**src/hdl/btm_pkg.sv**
```systemverilog
package btm_pkg;

  localparam int COORD_W   = 23;  // input coordinate width, signed
  localparam int WIDE_W    = 24;  // coordinate sums and magnitudes
  localparam int SCORE_W   = 25;  // one L1 score
  localparam int LIMIT_W   = 24;
  localparam int TOL_W     = 8;
  localparam int INDEX_W   = 5;   // entry_index / match_index field width
  localparam int CFG_IDX_W = 3;

  localparam logic MODE_WRITE = 1'b0;
  localparam logic MODE_QUERY = 1'b1;

  localparam logic [LIMIT_W-1:0] EXACT_RST      = 24'd5120;
  localparam logic [LIMIT_W-1:0] LEGACY_RST     = 24'd14400;
  localparam logic [LIMIT_W-1:0] SPAN_RST       = 24'd2048;
  localparam logic [LIMIT_W-1:0] CENTER_RST     = 24'd12288;
  localparam logic [LIMIT_W-1:0] GAP_RST        = 24'd1024;
  localparam logic [LIMIT_W-1:0] AMB_SPAN_RST   = 24'd3072;
  localparam logic [LIMIT_W-1:0] AMB_CENTER_RST = 24'd16384;
  localparam logic [TOL_W-1:0]   TIE_RST        = 8'd2;

  typedef logic signed [COORD_W-1:0] coord_t;
  typedef logic signed [WIDE_W-1:0]  wide_t;
  typedef logic        [WIDE_W-1:0]  mag_t;
  typedef logic        [SCORE_W-1:0] score_t;

  typedef struct packed {
    coord_t min_x;
    coord_t min_y;
    coord_t max_x;
    coord_t max_y;
  } rect_t;

  // marker that travels with each entry through the scoring pipe
  typedef struct packed {
    logic usable;
    logic last;
  } tag_t;

  typedef enum logic [1:0] {
    ST_MATCH = 2'd0,
    ST_EMPTY = 2'd1,
    ST_AMBIG = 2'd2,
    ST_FAR   = 2'd3
  } status_t;

  typedef enum logic [CFG_IDX_W-1:0] {
    REG_EXACT      = 3'd0,
    REG_LEGACY     = 3'd1,
    REG_SPAN       = 3'd2,
    REG_CENTER     = 3'd3,
    REG_GAP        = 3'd4,
    REG_AMB_SPAN   = 3'd5,
    REG_AMB_CENTER = 3'd6,
    REG_TIE        = 3'd7
  } reg_idx_t;

  typedef enum logic [1:0] {
    S_IDLE,
    S_ISSUE,
    S_DRAIN,
    S_DECIDE
  } state_t;

endpackage

```
**src/hdl/btm_score.sv**
```systemverilog
// Three-stage scoring pipe: one table entry in per cycle; the corner/span/center
// L1 scores come out of the stage C registers.
module btm_score import btm_pkg::*; #(
  parameter int IDX_W = 5
) (
  input  logic             clk,
  input  logic             rst_n,
  input  rect_t            qry,
  input  rect_t            ref_rect,
  input  tag_t             tag_in,
  input  logic [IDX_W-1:0] idx_in,
  output score_t           corner,
  output score_t           span,
  output score_t           center,
  output tag_t             tag_out,
  output logic [IDX_W-1:0] idx_out
);

  function automatic mag_t abs_diff(wide_t a, wide_t b);
    return (a >= b) ? mag_t'(a - b) : mag_t'(b - a);
  endfunction

  function automatic wide_t sx(coord_t v);
    return wide_t'(v);
  endfunction

  // stage A: per-coordinate magnitudes, spans, doubled centers
  mag_t  a_dmnx_r, a_dmny_r, a_dmxx_r, a_dmxy_r;
  mag_t  a_rspx_r, a_rspy_r, a_qspx_r, a_qspy_r;
  wide_t a_rcx_r, a_rcy_r, a_qcx_r, a_qcy_r;
  tag_t  a_tag_r;
  logic [IDX_W-1:0] a_idx_r;

  // stage B: pair sums and differences
  score_t b_cor0_r, b_cor1_r;
  mag_t   b_spx_r, b_spy_r, b_cx_r, b_cy_r;
  tag_t   b_tag_r;
  logic [IDX_W-1:0] b_idx_r;

  // stage C: final scores
  score_t c_cor_r, c_span_r, c_cen_r;
  tag_t   c_tag_r;
  logic [IDX_W-1:0] c_idx_r;

  always_ff @(posedge clk) begin
    a_dmnx_r <= abs_diff(sx(qry.min_x), sx(ref_rect.min_x));
    a_dmny_r <= abs_diff(sx(qry.min_y), sx(ref_rect.min_y));
    a_dmxx_r <= abs_diff(sx(qry.max_x), sx(ref_rect.max_x));
    a_dmxy_r <= abs_diff(sx(qry.max_y), sx(ref_rect.max_y));
    a_rspx_r <= abs_diff(sx(ref_rect.max_x), sx(ref_rect.min_x));
    a_rspy_r <= abs_diff(sx(ref_rect.max_y), sx(ref_rect.min_y));
    a_qspx_r <= abs_diff(sx(qry.max_x), sx(qry.min_x));
    a_qspy_r <= abs_diff(sx(qry.max_y), sx(qry.min_y));
    a_rcx_r  <= sx(ref_rect.min_x) + sx(ref_rect.max_x);
    a_rcy_r  <= sx(ref_rect.min_y) + sx(ref_rect.max_y);
    a_qcx_r  <= sx(qry.min_x) + sx(qry.max_x);
    a_qcy_r  <= sx(qry.min_y) + sx(qry.max_y);
    a_idx_r  <= idx_in;

    b_cor0_r <= score_t'(a_dmnx_r) + score_t'(a_dmxx_r);
    b_cor1_r <= score_t'(a_dmny_r) + score_t'(a_dmxy_r);
    b_spx_r  <= abs_diff(wide_t'(a_qspx_r), wide_t'(a_rspx_r));
    b_spy_r  <= abs_diff(wide_t'(a_qspy_r), wide_t'(a_rspy_r));
    b_cx_r   <= abs_diff(a_qcx_r, a_rcx_r);
    b_cy_r   <= abs_diff(a_qcy_r, a_rcy_r);
    b_idx_r  <= a_idx_r;

    c_cor_r  <= b_cor0_r + b_cor1_r;
    c_span_r <= score_t'(b_spx_r) + score_t'(b_spy_r);
    c_cen_r  <= score_t'(b_cx_r) + score_t'(b_cy_r);
    c_idx_r  <= b_idx_r;
  end

  always_ff @(posedge clk) begin
    if (!rst_n) begin
      a_tag_r <= '0;
      b_tag_r <= '0;
      c_tag_r <= '0;
    end else begin
      a_tag_r <= tag_in;
      b_tag_r <= a_tag_r;
      c_tag_r <= b_tag_r;
    end
  end

  assign corner  = c_cor_r;
  assign span    = c_span_r;
  assign center  = c_cen_r;
  assign tag_out = c_tag_r;
  assign idx_out = c_idx_r;

endmodule

```
**config.mk**
```make
export PLATFORM = sky130hd
export DESIGN_NAME = btm_score
export DESIGN_NICKNAME = d
export VERILOG_FILES = /design/src/hdl/btm_pkg.sv /design/src/hdl/btm_score.sv
export SDC_FILE = /design/constraint.sdc
export NUM_CORES = 2
export LEC_CHECK = 0
export ABC_AREA = 1
export BUFFER_PORTS_ARGS = -buffer_cell sky130_fd_sc_hd__clkbuf_2
export CELL_PAD_IN_SITES_DETAIL_PLACEMENT = 2
export CELL_PAD_IN_SITES_GLOBAL_PLACEMENT = 2
export CORE_MARGIN = 1
export CORE_UTILIZATION = 34
export DETAILED_ROUTE_END_ITERATION = 6
export GPL_TIMING_DRIVEN = 0
export PLACE_DENSITY = 0.84
export SLEW_MARGIN = 25
export SYNTH_ARGS = -nofsm -noshare
export SYNTH_HDL_FRONTEND = slang
export SYNTH_SLANG_ARGS = --single-unit
```
**constraint.sdc**
```tcl
create_clock -name clk -period 2.7 [get_ports clk]
set_input_delay 0.27 -clock clk [delete_from_list [all_inputs] [get_ports clk]]
set_output_delay 0.27 -clock clk [all_outputs]
set_load 0.005 [all_outputs]
```
==> flow_summary_export.csv <==
group,metric,value,unit
routing,dr.pass1.iters,6,
final_layout,final_cells,14100,
logic_synthesis,netlist_top_cells_area,"nand2_1 (24%), dfxtp_1 (16%), ha_1 (15%)",
logic_synthesis,synth_top_family_by_area,"simple AND/OR/NAND/NOR gates",
floorplan,io_pins,275,
final_layout,utilization,0.383,
logic_synthesis,synth_edf_count,0,
logic_synthesis,synth_sequential_area_ratio,0.161,
grt,antenna_found_initial,20,
routing,drc_errors,0,
timing,maxSlewHeadroom,0.422,
grt,grt_overflow,0,
power,powerDensity,933,mW/mm2
logic_synthesis,synth-xor-area-share,0.0653,
cts,clkSinkCount,523,
power,power,67.4,mW
worst_hold_path,hold_end,"a_rspy_r[0]$_DFF_P_",
timing,skew,57.2,ps
cts,cts_buffers,66,
logic_synthesis,synthTopCellsByCount,"nand2_1 (4219), inv_1 (1909), ha_1 (763)",
timing,worst_slack,-3.88,ps
routing,antenna_left,0,
worst_hold_path,worstHoldStart,"ref_rect[46]",
logic_synthesis,syn_avg_cell_area,5.81,um2
place,place.gp.congestion,1.03,
routing,drt_first_iter_violations,3892,
outcome,violations,"setup timing",
outcome,status,"finished with violations",
logic_synthesis,yosys.area.top_type,"nand2_1",
floorplan,rows,159,
setup_path,cp_max_fo,10,
final_layout,layout-drive-gt1-share,0.0793,
power,vdd_drop_max,0.720,mV
worst_hold_path,worstHoldPathCells,3,
floorplan,chipHeight,439,um
logic_synthesis,synth.most_common_cell,"nand2_1",
place,io_buffers,274,
logic_synthesis,async_reset_ff_frac,0,
setup_path,worstSetupEndpointType,"flip-flop",
setup_path,ff2ff_path_depth,14,
grt,grt_util_all_layers,0.343,
logic_synthesis,synth_compound_area_frac,0.0853,
floorplan,die-area,0.193,mm2
logic_synthesis,yosys.area_share.simple,0.393,
logic_synthesis,synth.top_cell.area_share,0.244,
logic_synthesis,synthMuxAreaShare,0,
timing,hold_viol,0,
logic_synthesis,synth_area,0.0649,mm2
floorplan,core,0.189,mm2
logic_synthesis,netlist_instances,11200,
logic_synthesis,yosys_most_used_dff,"dfxtp_1",
timing,tightest_slew,867,ps
timing,setup_violations,2,
setup_path,ff2ff_setup_slack,70,ps
grt,grt_pass1_vias,81100,
logic_synthesis,synth.net_count,12100,
setup_path,crit_type,"in -> reg",
setup_path,r2r-start,"a_rcy_r[10]$_DFF_P_",
logic_synthesis,yosys.cell_types.count,48,
setup_path,startpoint_type,"primary input",
job,max-cap-violations,0,
timing,period_minus_slack,2700,ps
floorplan,start_util,0.344,
timing,finalCritPeriodShare,1.00,
logic_synthesis,synth_seq_cells,523,
power,p_leak,42.2,nW
routing,wl,341000,um
worst_hold_path,hp-class,"in -> reg",
routing,vias_per_cell,5.28,
setup_path,cp.arrival,3240,ps
setup_path,cp.required,3240,ps
setup_path,r2r-end,"b_cy_r[9]$_DFF_P_",
timing,setup_tns,-6.26,ps
logic_synthesis,yosysWarnings,0,
cts,cts_tree,"done",
cts,cts-root-buf,"clkbuf_16",
final_layout,area_growth,11.4,%
logic_synthesis,synth_fa_ha_area_frac,0.157,
place,place_ws,-682,ps
cts,htreeDepth,3,
final_layout,fillers,24200,
timing,report.final.slew_viol_count,0,
cts,clkTransAtPathRegs,70,ps
cts,clockBufferDepth,3,
place,hpwl,295000,um
floorplan,die_w,439,um
grt,grt_first_pass_wirelength,504000,um
final_layout,layout.nets,12500,
place,dpl.cell_count,13900,
routing,post_drt_wl_per_cell,24.2,um
routing,vias,74400,
cts,clock_latency,730,ps
timing,fmax,0.370,GHz
grt,grt_start_max_net_pins,15,
power by group:
part | switching, mW | internal, mW
Combinational | 31.5 | 13.6
Sequential | 1.84 | 10.9
Clock | 4.11 | 5.42
Total | 37.4 | 30.0
cell usage in the layout (no fill, tap or decap), types with 65 or more instances in the layout:
master and count:
nand2_1 4188, nor3_1 65, nand4_1 282, buf_4 76, buf_2 91, inv_1 1908, dfxtp_1 517, o21bai_1 88
nand3_1 653, a21oi_1 609, ha_1 746, xor2_1 430, clkbuf_2 340, nor2_1 713, nand2_2 72, clkbuf_16 66
o21ai_0 193
registers in the layout (all words and copies together) (netlist names), 24 cells and up:
signal / count
a_dmxy_r: 24
a_qspx_r: 24
b_cor0_r: 25
corner: 25
span: 24
b_cy_r: 24
center: 25
a_dmnx_r: 24
a_rspy_r: 24
a_dmxx_r: 24
a_rspx_r: 24
a_dmny_r: 24
b_cor1_r: 25
b_cx_r: 24
a_qcy_r: 24
through the flow:
stage	hold slack, ps	cell area [um2]
2_1_floorplan	298	64900
3_3_place_gp	311	69400
3_5_place_dp	315	69400
4_1_cts	44.2	71900
5_1_grt	65.1	72200
6_report	102	72200
area by class of cell:
cell class,count,area (um2),share of cell area
clock buffers,84,1780,0.0246
inverters,1945,7300,0.101
clock inverters,36,551,0.00762
diodes,16,40.0,0.000554
flip-flops and latches,523,10500,0.145
repair buffers,294,1550,0.0214
well taps,2495,3120,0.0432
multi-input cells,8424,45800,0.634
plain buffers,264,1620,0.0224
critical path, stage by stage:
cell	delay [ps]
clkbuf_2	500
inv_1	390
ha_1	550
nand2_1	150
nor3_1	360
nand4_2	380
nand2_2	230
nor2_4	70
buf_6	150
nand2_1	60
nand2_1	100
cells by family after synthesis:
family          Yosys count
simple gates           6136
buf+inv                2211
compound gates         1008
fa+ha+maj               796
flops                   523
xor+xnor                484
worst max path at each step:
| stage | startpoint | endpoint | slack, ps | depth (start not counted) |
|---|---|---|---|---|
| after CTS | a_rcy_r[16]$_DFF_P_ | b_cy_r[17]$_DFF_P_ | 5 | 12 |
| after global placement | qry[24] | a_qspx_r[21]$_DFF_P_ | -620 | 15 |
| after floorplan | a_qspx_r[0]$_DFF_P_ | b_cx_r[8]$_DFF_P_ | 640 | 14 |
| final | ref_rect[24] | a_rspx_r[21]$_DFF_P_ | -4 | 11 |
| after detailed placement | qry[24] | a_qspx_r[21]$_DFF_P_ | -680 | 15 |
| after global routing | a_rcy_r[8]$_DFF_P_ | b_cy_r[9]$_DFF_P_ | -30 | 14 |
layer usage:
layer  track usage  wire length (um)  up-vias
li1              -                 -    35100
met1         0.431            150000    37000
met2         0.584            160000     1668
met3        0.0310             12300      612
met4         0.169             18500        6
met5             0                48        -
repair_timing:
action | 4_1_cts | 5_1_grt
pin swaps | 1 | 6
setup endpoints to repair | 64 | 111
buffers inserted | 1 | 9
hold buffers | 10 | 0
hold endpoints to repair | 12 | 0
gates resized for setup | 33 | 77
Note: power is estimated with default switching activity, not from simulation.
